$ cat config.mk
export PLATFORM = sky130hd
export DESIGN_NAME = sorted_list_merger
export DESIGN_NICKNAME = d
export VERILOG_FILES = /design/src/sv/slm_pkg.sv /design/src/sv/slm_ram.sv /design/src/sv/slm_ctrl.sv /design/src/sv/sorted_list_merger.sv
export SDC_FILE = /design/constraint.sdc
export NUM_CORES = 2
export LEC_CHECK = 0
export ABC_AREA = 1
export BUFFER_PORTS_ARGS = -buffer_cell sky130_fd_sc_hd__buf_2
export CAP_MARGIN = 10
export CELL_PAD_IN_SITES_DETAIL_PLACEMENT = 0
export CELL_PAD_IN_SITES_GLOBAL_PLACEMENT = 1
export CORE_AREA = 2 2 497 499
export DETAILED_ROUTE_END_ITERATION = 8
export DIE_AREA = 0 0 499 501
export GPL_TIMING_DRIVEN = 0
export PLACE_DENSITY_LB_ADDON = 0.05
export SYNTH_ARGS = -nofsm -noshare
export SYNTH_HDL_FRONTEND = slang
export SYNTH_SLANG_ARGS = --single-unit
$ cat constraint.sdc
create_clock -name i_clk -period 4.3 [get_ports i_clk]
set_input_delay 0.215 -clock i_clk [delete_from_list [all_inputs] [get_ports i_clk]]
set_output_delay 0.215 -clock i_clk [all_outputs]
set_load 0.005 [all_outputs]
$ cat src/sv/slm_pkg.sv
`timescale 1ns / 1ps
// ----------------------------------------------------------------------------
// slm_pkg
// Shared widths and interface types of the sorted list merger.
// ----------------------------------------------------------------------------
package slm_pkg;

    localparam int LIST_DEPTH = 32;
    localparam int DATA_W     = 32;
    localparam int ADDR_W     = (LIST_DEPTH > 1) ? $clog2(LIST_DEPTH) : 1;
    localparam int CNT_W      = $clog2(LIST_DEPTH + 1);

    // Write request from the controller to the two list memories
    typedef struct packed {
        logic              en_first;
        logic              en_second;
        logic [ADDR_W-1:0] addr;
        logic [DATA_W-1:0] data;
    } t_wr_req;

    // One merged result handed to the output register
    typedef struct packed {
        logic              valid;
        logic [DATA_W-1:0] value;
        logic              last;
        logic              overflow;
    } t_emit;

endpackage

$ cat src/sv/slm_ram.sv
`timescale 1ns / 1ps
// ----------------------------------------------------------------------------
// slm_ram
// One list store: single write port, single read port, registered read data.
// ----------------------------------------------------------------------------
module slm_ram (
    input  logic                       i_clk,
    input  logic                       i_we,
    input  logic [slm_pkg::ADDR_W-1:0] i_waddr,
    input  logic [slm_pkg::DATA_W-1:0] i_wdata,
    input  logic [slm_pkg::ADDR_W-1:0] i_raddr,
    output logic [slm_pkg::DATA_W-1:0] o_rdata
);

    logic [slm_pkg::DATA_W-1:0] r_mem [slm_pkg::LIST_DEPTH];
    logic [slm_pkg::DATA_W-1:0] r_rdata;

    always_ff @(posedge i_clk) begin
        if (i_we) begin
            r_mem[i_waddr] <= i_wdata;
        end
    end

    always_ff @(posedge i_clk) begin
        r_rdata <= r_mem[i_raddr];
    end

    assign o_rdata = r_rdata;

endmodule

$ cat src/sv/slm_ctrl.sv
`timescale 1ns / 1ps
// ----------------------------------------------------------------------------
// slm_ctrl
// Load sequencer and two-pointer merge over the two list memories.
// ----------------------------------------------------------------------------
module slm_ctrl (
    input  logic                       i_clk,
    input  logic                       i_rst_n,
    input  logic                       i_in_valid,
    input  logic                       i_list_select,
    input  logic [slm_pkg::DATA_W-1:0] i_value,
    input  logic                       i_load_done,
    output logic                       o_in_ready,
    input  logic [slm_pkg::DATA_W-1:0] i_head_first,
    input  logic [slm_pkg::DATA_W-1:0] i_head_second,
    input  logic                       i_take,
    output slm_pkg::t_wr_req           o_wr,
    output logic [slm_pkg::ADDR_W-1:0] o_raddr_first,
    output logic [slm_pkg::ADDR_W-1:0] o_raddr_second,
    output slm_pkg::t_emit             o_emit
);

    localparam logic [1:0] S_LOAD  = 2'd0;
    localparam logic [1:0] S_PRIME = 2'd1;
    localparam logic [1:0] S_MERGE = 2'd2;

    localparam int CW = slm_pkg::CNT_W;
    localparam logic [CW-1:0] FULL = CW'(slm_pkg::LIST_DEPTH);

    logic [1:0]    r_state, n_state;
    logic [CW-1:0] r_cnt_first, n_cnt_first;
    logic [CW-1:0] r_cnt_second, n_cnt_second;
    logic [CW-1:0] r_ptr_first, n_ptr_first;
    logic [CW-1:0] r_ptr_second, n_ptr_second;
    logic          r_ovf, n_ovf;

    logic          accept;
    logic          full_first, full_second;
    logic          left_first, left_second, pick_first;
    logic          emit_now, is_last;
    logic [CW:0]   total, emitted_next;

    always_comb begin
        o_in_ready  = (r_state == S_LOAD);
        accept      = i_in_valid && o_in_ready;
        full_first  = (r_cnt_first == FULL);
        full_second = (r_cnt_second == FULL);

        o_wr.en_first  = accept && !i_list_select && !full_first;
        o_wr.en_second = accept && i_list_select && !full_second;
        o_wr.addr      = i_list_select ? r_cnt_second[slm_pkg::ADDR_W-1:0]
                                       : r_cnt_first[slm_pkg::ADDR_W-1:0];
        o_wr.data      = i_value;

        left_first   = (r_ptr_first < r_cnt_first);
        left_second  = (r_ptr_second < r_cnt_second);
        // ties favor the first list
        pick_first   = !left_second ||
                       (left_first && ($signed(i_head_first) <= $signed(i_head_second)));
        total        = {1'b0, r_cnt_first} + {1'b0, r_cnt_second};
        emitted_next = {1'b0, r_ptr_first} + {1'b0, r_ptr_second} + (CW+1)'(1);
        is_last      = (emitted_next == total);
        emit_now     = (r_state == S_MERGE) && i_take;

        o_emit.valid    = emit_now;
        o_emit.value    = pick_first ? i_head_first : i_head_second;
        o_emit.last     = is_last;
        o_emit.overflow = r_ovf;

        n_state      = r_state;
        n_cnt_first  = r_cnt_first;
        n_cnt_second = r_cnt_second;
        n_ptr_first  = r_ptr_first;
        n_ptr_second = r_ptr_second;
        n_ovf        = r_ovf;

        unique case (r_state)
            S_LOAD: begin
                if (accept) begin
                    if (o_wr.en_first) begin
                        n_cnt_first = r_cnt_first + CW'(1);
                    end
                    if (o_wr.en_second) begin
                        n_cnt_second = r_cnt_second + CW'(1);
                    end
                    if (!o_wr.en_first && !o_wr.en_second) begin
                        n_ovf = 1'b1;
                    end
                    if (i_load_done) begin
                        n_state = S_PRIME;
                    end
                end
            end
            S_PRIME: begin
                // head reads of entry 0 are in flight
                if (total == '0) begin
                    n_state = S_LOAD;
                    n_ovf   = 1'b0;
                end else begin
                    n_state = S_MERGE;
                end
            end
            S_MERGE: begin
                if (emit_now) begin
                    if (pick_first) begin
                        n_ptr_first = r_ptr_first + CW'(1);
                    end else begin
                        n_ptr_second = r_ptr_second + CW'(1);
                    end
                    if (is_last) begin
                        n_state      = S_LOAD;
                        n_cnt_first  = '0;
                        n_cnt_second = '0;
                        n_ptr_first  = '0;
                        n_ptr_second = '0;
                        n_ovf        = 1'b0;
                    end
                end
            end
            default: begin
                n_state = S_LOAD;
            end
        endcase

        // read at the next pointer so the head data lines up with the pointer
        o_raddr_first  = n_ptr_first[slm_pkg::ADDR_W-1:0];
        o_raddr_second = n_ptr_second[slm_pkg::ADDR_W-1:0];
    end

    always_ff @(posedge i_clk) begin
        if (!i_rst_n) begin
            r_state      <= S_LOAD;
            r_cnt_first  <= '0;
            r_cnt_second <= '0;
            r_ptr_first  <= '0;
            r_ptr_second <= '0;
            r_ovf        <= 1'b0;
        end else begin
            r_state      <= n_state;
            r_cnt_first  <= n_cnt_first;
            r_cnt_second <= n_cnt_second;
            r_ptr_first  <= n_ptr_first;
            r_ptr_second <= n_ptr_second;
            r_ovf        <= n_ovf;
        end
    end

endmodule

$ cat src/sv/sorted_list_merger.sv
`timescale 1ns / 1ps
// ----------------------------------------------------------------------------
// sorted_list_merger
// Loads two ascending lists and streams their merge in ascending order.
// ----------------------------------------------------------------------------
// Input channel (i_in_valid / o_in_ready): one element per request, tagged by
// i_list_select. Elements are stored at one per cycle while o_in_ready is high; an element for a list
// already holding 32 entries is dropped and flagged. The request with
// i_load_done high stores its element and starts the merge.
// Output channel (o_out_valid / i_out_ready): one merged element per request,
// o_last_out on the final one, o_overflow on all of them when anything was
// dropped. Ties give the first list's element first.
// Timing: after the load_done request come the memory write and then the head
// read in the prime state before the first result is registered; then one result
// per cycle while the output does not stall, from registered memory reads. Input is
// refused from load_done until the last result is registered; the next load
// may then start while that result still waits in the output register.
// A stall on the output holds the merge pointers and the output register.
// Reset empties both lists and clears the overflow flag and output valid.
// ----------------------------------------------------------------------------
module sorted_list_merger (
    input  logic                       i_clk,
    input  logic                       i_rst_n,
    input  logic                       i_in_valid,
    output logic                       o_in_ready,
    input  logic                       i_list_select,
    input  logic [slm_pkg::DATA_W-1:0] i_value,
    input  logic                       i_load_done,
    output logic                       o_out_valid,
    input  logic                       i_out_ready,
    output logic [slm_pkg::DATA_W-1:0] o_merged_value,
    output logic                       o_last_out,
    output logic                       o_overflow
);

    slm_pkg::t_wr_req           wr;
    slm_pkg::t_emit             emit;
    logic [slm_pkg::ADDR_W-1:0] raddr_first, raddr_second;
    logic [slm_pkg::DATA_W-1:0] head_first, head_second;
    logic                       take;

    logic                       r_out_valid;
    logic [slm_pkg::DATA_W-1:0] r_out_value;
    logic                       r_out_last;
    logic                       r_out_ovf;

    assign take = !r_out_valid || i_out_ready;

    slm_ram u_first_ram (
        .i_clk   (i_clk),
        .i_we    (wr.en_first),
        .i_waddr (wr.addr),
        .i_wdata (wr.data),
        .i_raddr (raddr_first),
        .o_rdata (head_first)
    );

    slm_ram u_second_ram (
        .i_clk   (i_clk),
        .i_we    (wr.en_second),
        .i_waddr (wr.addr),
        .i_wdata (wr.data),
        .i_raddr (raddr_second),
        .o_rdata (head_second)
    );

    slm_ctrl u_ctrl (
        .i_clk          (i_clk),
        .i_rst_n        (i_rst_n),
        .i_in_valid     (i_in_valid),
        .i_list_select  (i_list_select),
        .i_value        (i_value),
        .i_load_done    (i_load_done),
        .o_in_ready     (o_in_ready),
        .i_head_first   (head_first),
        .i_head_second  (head_second),
        .i_take         (take),
        .o_wr           (wr),
        .o_raddr_first  (raddr_first),
        .o_raddr_second (raddr_second),
        .o_emit         (emit)
    );

    always_ff @(posedge i_clk) begin
        if (!i_rst_n) begin
            r_out_valid <= 1'b0;
        end else if (emit.valid) begin
            r_out_valid <= 1'b1;
        end else if (i_out_ready) begin
            r_out_valid <= 1'b0;
        end
    end

    always_ff @(posedge i_clk) begin
        if (emit.valid) begin
            r_out_value <= emit.value;
            r_out_last  <= emit.last;
            r_out_ovf   <= emit.overflow;
        end
    end

    assign o_out_valid    = r_out_valid;
    assign o_merged_value = r_out_value;
    assign o_last_out     = r_out_last;
    assign o_overflow     = r_out_ovf;

endmodule

==> run summary <==
critical path class: register to register
TritonCTS clock tree: done
DP Cell Count: 12965
xor/xnor cell area share of the yosys netlist: 0.09006%
final hold violations: 0
Worst IR Drop VDD: 0.3805 mV
Adder-Cell Fraction of Synth Area: 0.8517%
post-route cell area: 0.1151 mm2
count of cell types in the netlist: 39
Synth Cell Area: 0.09725 mm2
vias in the first global route: 66474
Final Core Density: 47.00%
DP Area: 0.1045 mm2
setup TNS: 0 ns
# IOs: 74
Compound-Gate Fraction of Synth Area: 0.7269%
Setup Skew: 0.02075 ns
Post-synth EDFFs: 2082
global-route wire length before repair: 501.7 mm
die area: 0.2500 mm2
CP required: 5.11 ns
Syn-to-layout area delta: 18.31%
Leakage: 48.82 nW
All-Layer GR Usage: 28.43%
crit-path max FO: 10
worst slack, placed: -1.205 ns
H-tree depth: 4
Synth Instances: 9571
vias per cell: 5.256
clock sink total: 2174
PwrDens: 534.8 mW/mm2
ys flop type: edfxtp_1
commonest cells after routing, fill and taps aside: 2107 x inv_1, 2082 x edfxtp_1, 1864 x nand3_1
register area share after synthesis: 66.18%
Min-Delay Path Class: input port to register
Final Power: 61.53 mW
fmax: 233.4 MHz
Pins Over Slew Limit: 0
Worst-path clk slew: 0.06 ns
Max-Slew Margin vs Limit: 19.84%
slew at the pin closest to its max-slew limit: 1.202 ns
final setup violation count: 0
max cap viols: 0
Post-Syn Area per Cell: 10.16 um2
Wirelength per Cell: 26.77 um
Root Buffer Master: clkbuf_16
Async SR Flop Fraction: 0%
Post-DP HPWL: 262.6 mm
RSZ-0062 raised after global routing: true
Core Footprint: 0.2448 mm2
Max clock buf depth: 3
final weighted congestion in routability-driven placement: 1.003
initial antenna violation count: 46
DRT iter0 DRCs: 8065
clk_lat worst skew: 0.90 ns
grt total ovfl: 0
simple-gate share of the synthesized area: 21.35%
largest family of logic cells by synthesized area: simple AND/OR/NAND/NOR gates
Min Hold Slack: 0.1162 ns
crit path launch type: register
period utilization: 99.66%
Initial Utilization: 39.73%
Final #Nets: 10134
DR vias: 70795
crit path capture type: register
multiplexer share of the synthesized area: 0%
# DRC: 0
die height: 501 um
commonest non-fill, non-tap cell in the layout: inv_1
Worst Slack Setup Final: 0.01472 ns
Post-DRT Antenna Nets: 0
fraction of layout cells with a size suffix above 1: 12.89%
DRT Wirelength: 360.5 mm
largest net degree at the start of global routing: 61
PortBufs: 73
TritonCTS Buffers: 239
outcome: completed
syn_nets: 9674
arrival time at the worst endpoint: 5.09 ns
Site Rows: 182
Pre-antenna DRT Iters: 6
flops & latches, synth: 2174
fin cells: 13469
chip width: 499 um
minimum clock period: 4.285 ns
Yosys Warn Count: 0
==> critical path: stages, from the launching register on <==
cell and delay (ns):
dfxtp_1 0.39, inv_1 0.08, ha_1 0.29, nand2_1 0.05, nor2_1 0.19, nand4_1 0.14, nor2_1 0.36, nand2_1 0.10
nand3_1 0.16, nand2_2 0.13, nand4_1 0.25, buf_8 0.30, clkbuf_2 0.32, nand4_1 0.37, nand2_1 0.17, nand2_1 0.13
nand3_1 0.11, nand3_1 0.21, nand2_1 0.13, nand2_1 0.12, nand2_2 0.18
==> metal layers <==
layer / vias to the layer above / global-route usage, % / part of all wire [%]
li1: 32735 / - / -
met1: 35159 / 41.11 / 45
met2: 2500 / 44.81 / 45
met3: 401 / 3.700 / 6.8
met4: 0 / 8.147 / 3.0
met5: - / 0 / 0
==> Yosys cell counts, types with 3 or more instances <==
cell type | count | share of area (%)
buf_6 | 3 | 0.035
inv_2 | 6 | 0.023
buf_1 | 75 | 0.29
buf_4 | 8 | 0.062
o21ai_0 | 82 | 0.42
nand4_1 | 527 | 3.4
nand2_1 | 1833 | 7.1
ha_1 | 63 | 0.81
nand3_1 | 1979 | 10
or2_2 | 3 | 0.019
o21a_1 | 3 | 0.023
nand2_2 | 3 | 0.019
nand3_2 | 3 | 0.031
o21ai_1 | 4 | 0.021
xor2_1 | 8 | 0.072
edfxtp_1 | 2082 | 64
buf_2 | 264 | 1.4
or2_1 | 5 | 0.032
a21oi_1 | 36 | 0.19
clkbuf_1 | 231 | 0.89
nor3_1 | 11 | 0.057
dfxtp_1 | 92 | 1.9
nor3b_1 | 6 | 0.046
nor2_1 | 118 | 0.46
inv_1 | 2108 | 8.1
==> cell families after synthesis <==
kind of cell / count (synthesis)
and+or+nand+nor: 4493
buffers and inverters: 2695
DFF: 2174
AOI/OAI and AO/OA: 134
adders and majority gates: 65
xor gates and xnor gates: 10
==> final timing paths <==
check / from / endpoint / slack, ns / cells after the start
max reg2reg: u_second_ram.o_rdata[5]$_DFF_P_ / u_second_ram.o_rdata[30]$_DFF_P_ / 0.01 / 20
max: u_second_ram.o_rdata[5]$_DFF_P_ / u_second_ram.o_rdata[30]$_DFF_P_ / 0.01 / 20
min reg2reg: u_ctrl.r_ovf$_SDFFE_PN0P_ / o_overflow$_DFFE_PP_ / 0.44 / 0
min: i_list_select / u_ctrl.r_ovf$_SDFFE_PN0P_ / 0.12 / 6
==> power breakdown <==
part | total [mW] | switching (mW) | internal, mW
Clock | 20.5 | 8.67 | 11.9
Combinational | 16.7 | 12.2 | 4.52
Sequential | 24.3 | 0.386 | 23.9
==> flip-flops by register name, indices dropped and copies added, names as in the netlist <==
| register | count |
|---|---|
| u_first_ram.r_mem | 1024 |
| u_second_ram.r_mem | 1024 |
| o_merged_value | 32 |
| u_first_ram.o_rdata | 32 |
| u_second_ram.o_rdata | 32 |
| u_ctrl.r_cnt_first | 6 |
| u_ctrl.r_cnt_second | 6 |
| u_ctrl.r_ptr_first | 6 |
| u_ctrl.r_ptr_second | 6 |
| u_ctrl.r_state | 2 |
| o_last_out | 1 |
| o_out_valid | 1 |
| o_overflow | 1 |
| u_ctrl.r_ovf | 1 |
==> final cells by class <==
type                    instances  area, um2
diodes                         19      47.55
plain buffers                 578       3776
clock buffers                 303       6442
clock inverters               137       1252
fillers                     22932     129700
inverters                    2114       7961
multi-input cells            4702      23980
flip-flops and latches       2174      64370
well taps                    3220       4029
repair buffers                222       3203
==> repair_timing <==
item,CTS,global route
buffers inserted,6,4
endpoints found under the hold margin,962,0
resized for setup,521,383
endpoints found under the setup margin,69,64
gates cloned,0,1
pin swaps,10,15
hold buffers,37,0
Note: power is estimated with default switching activity, not from simulation.
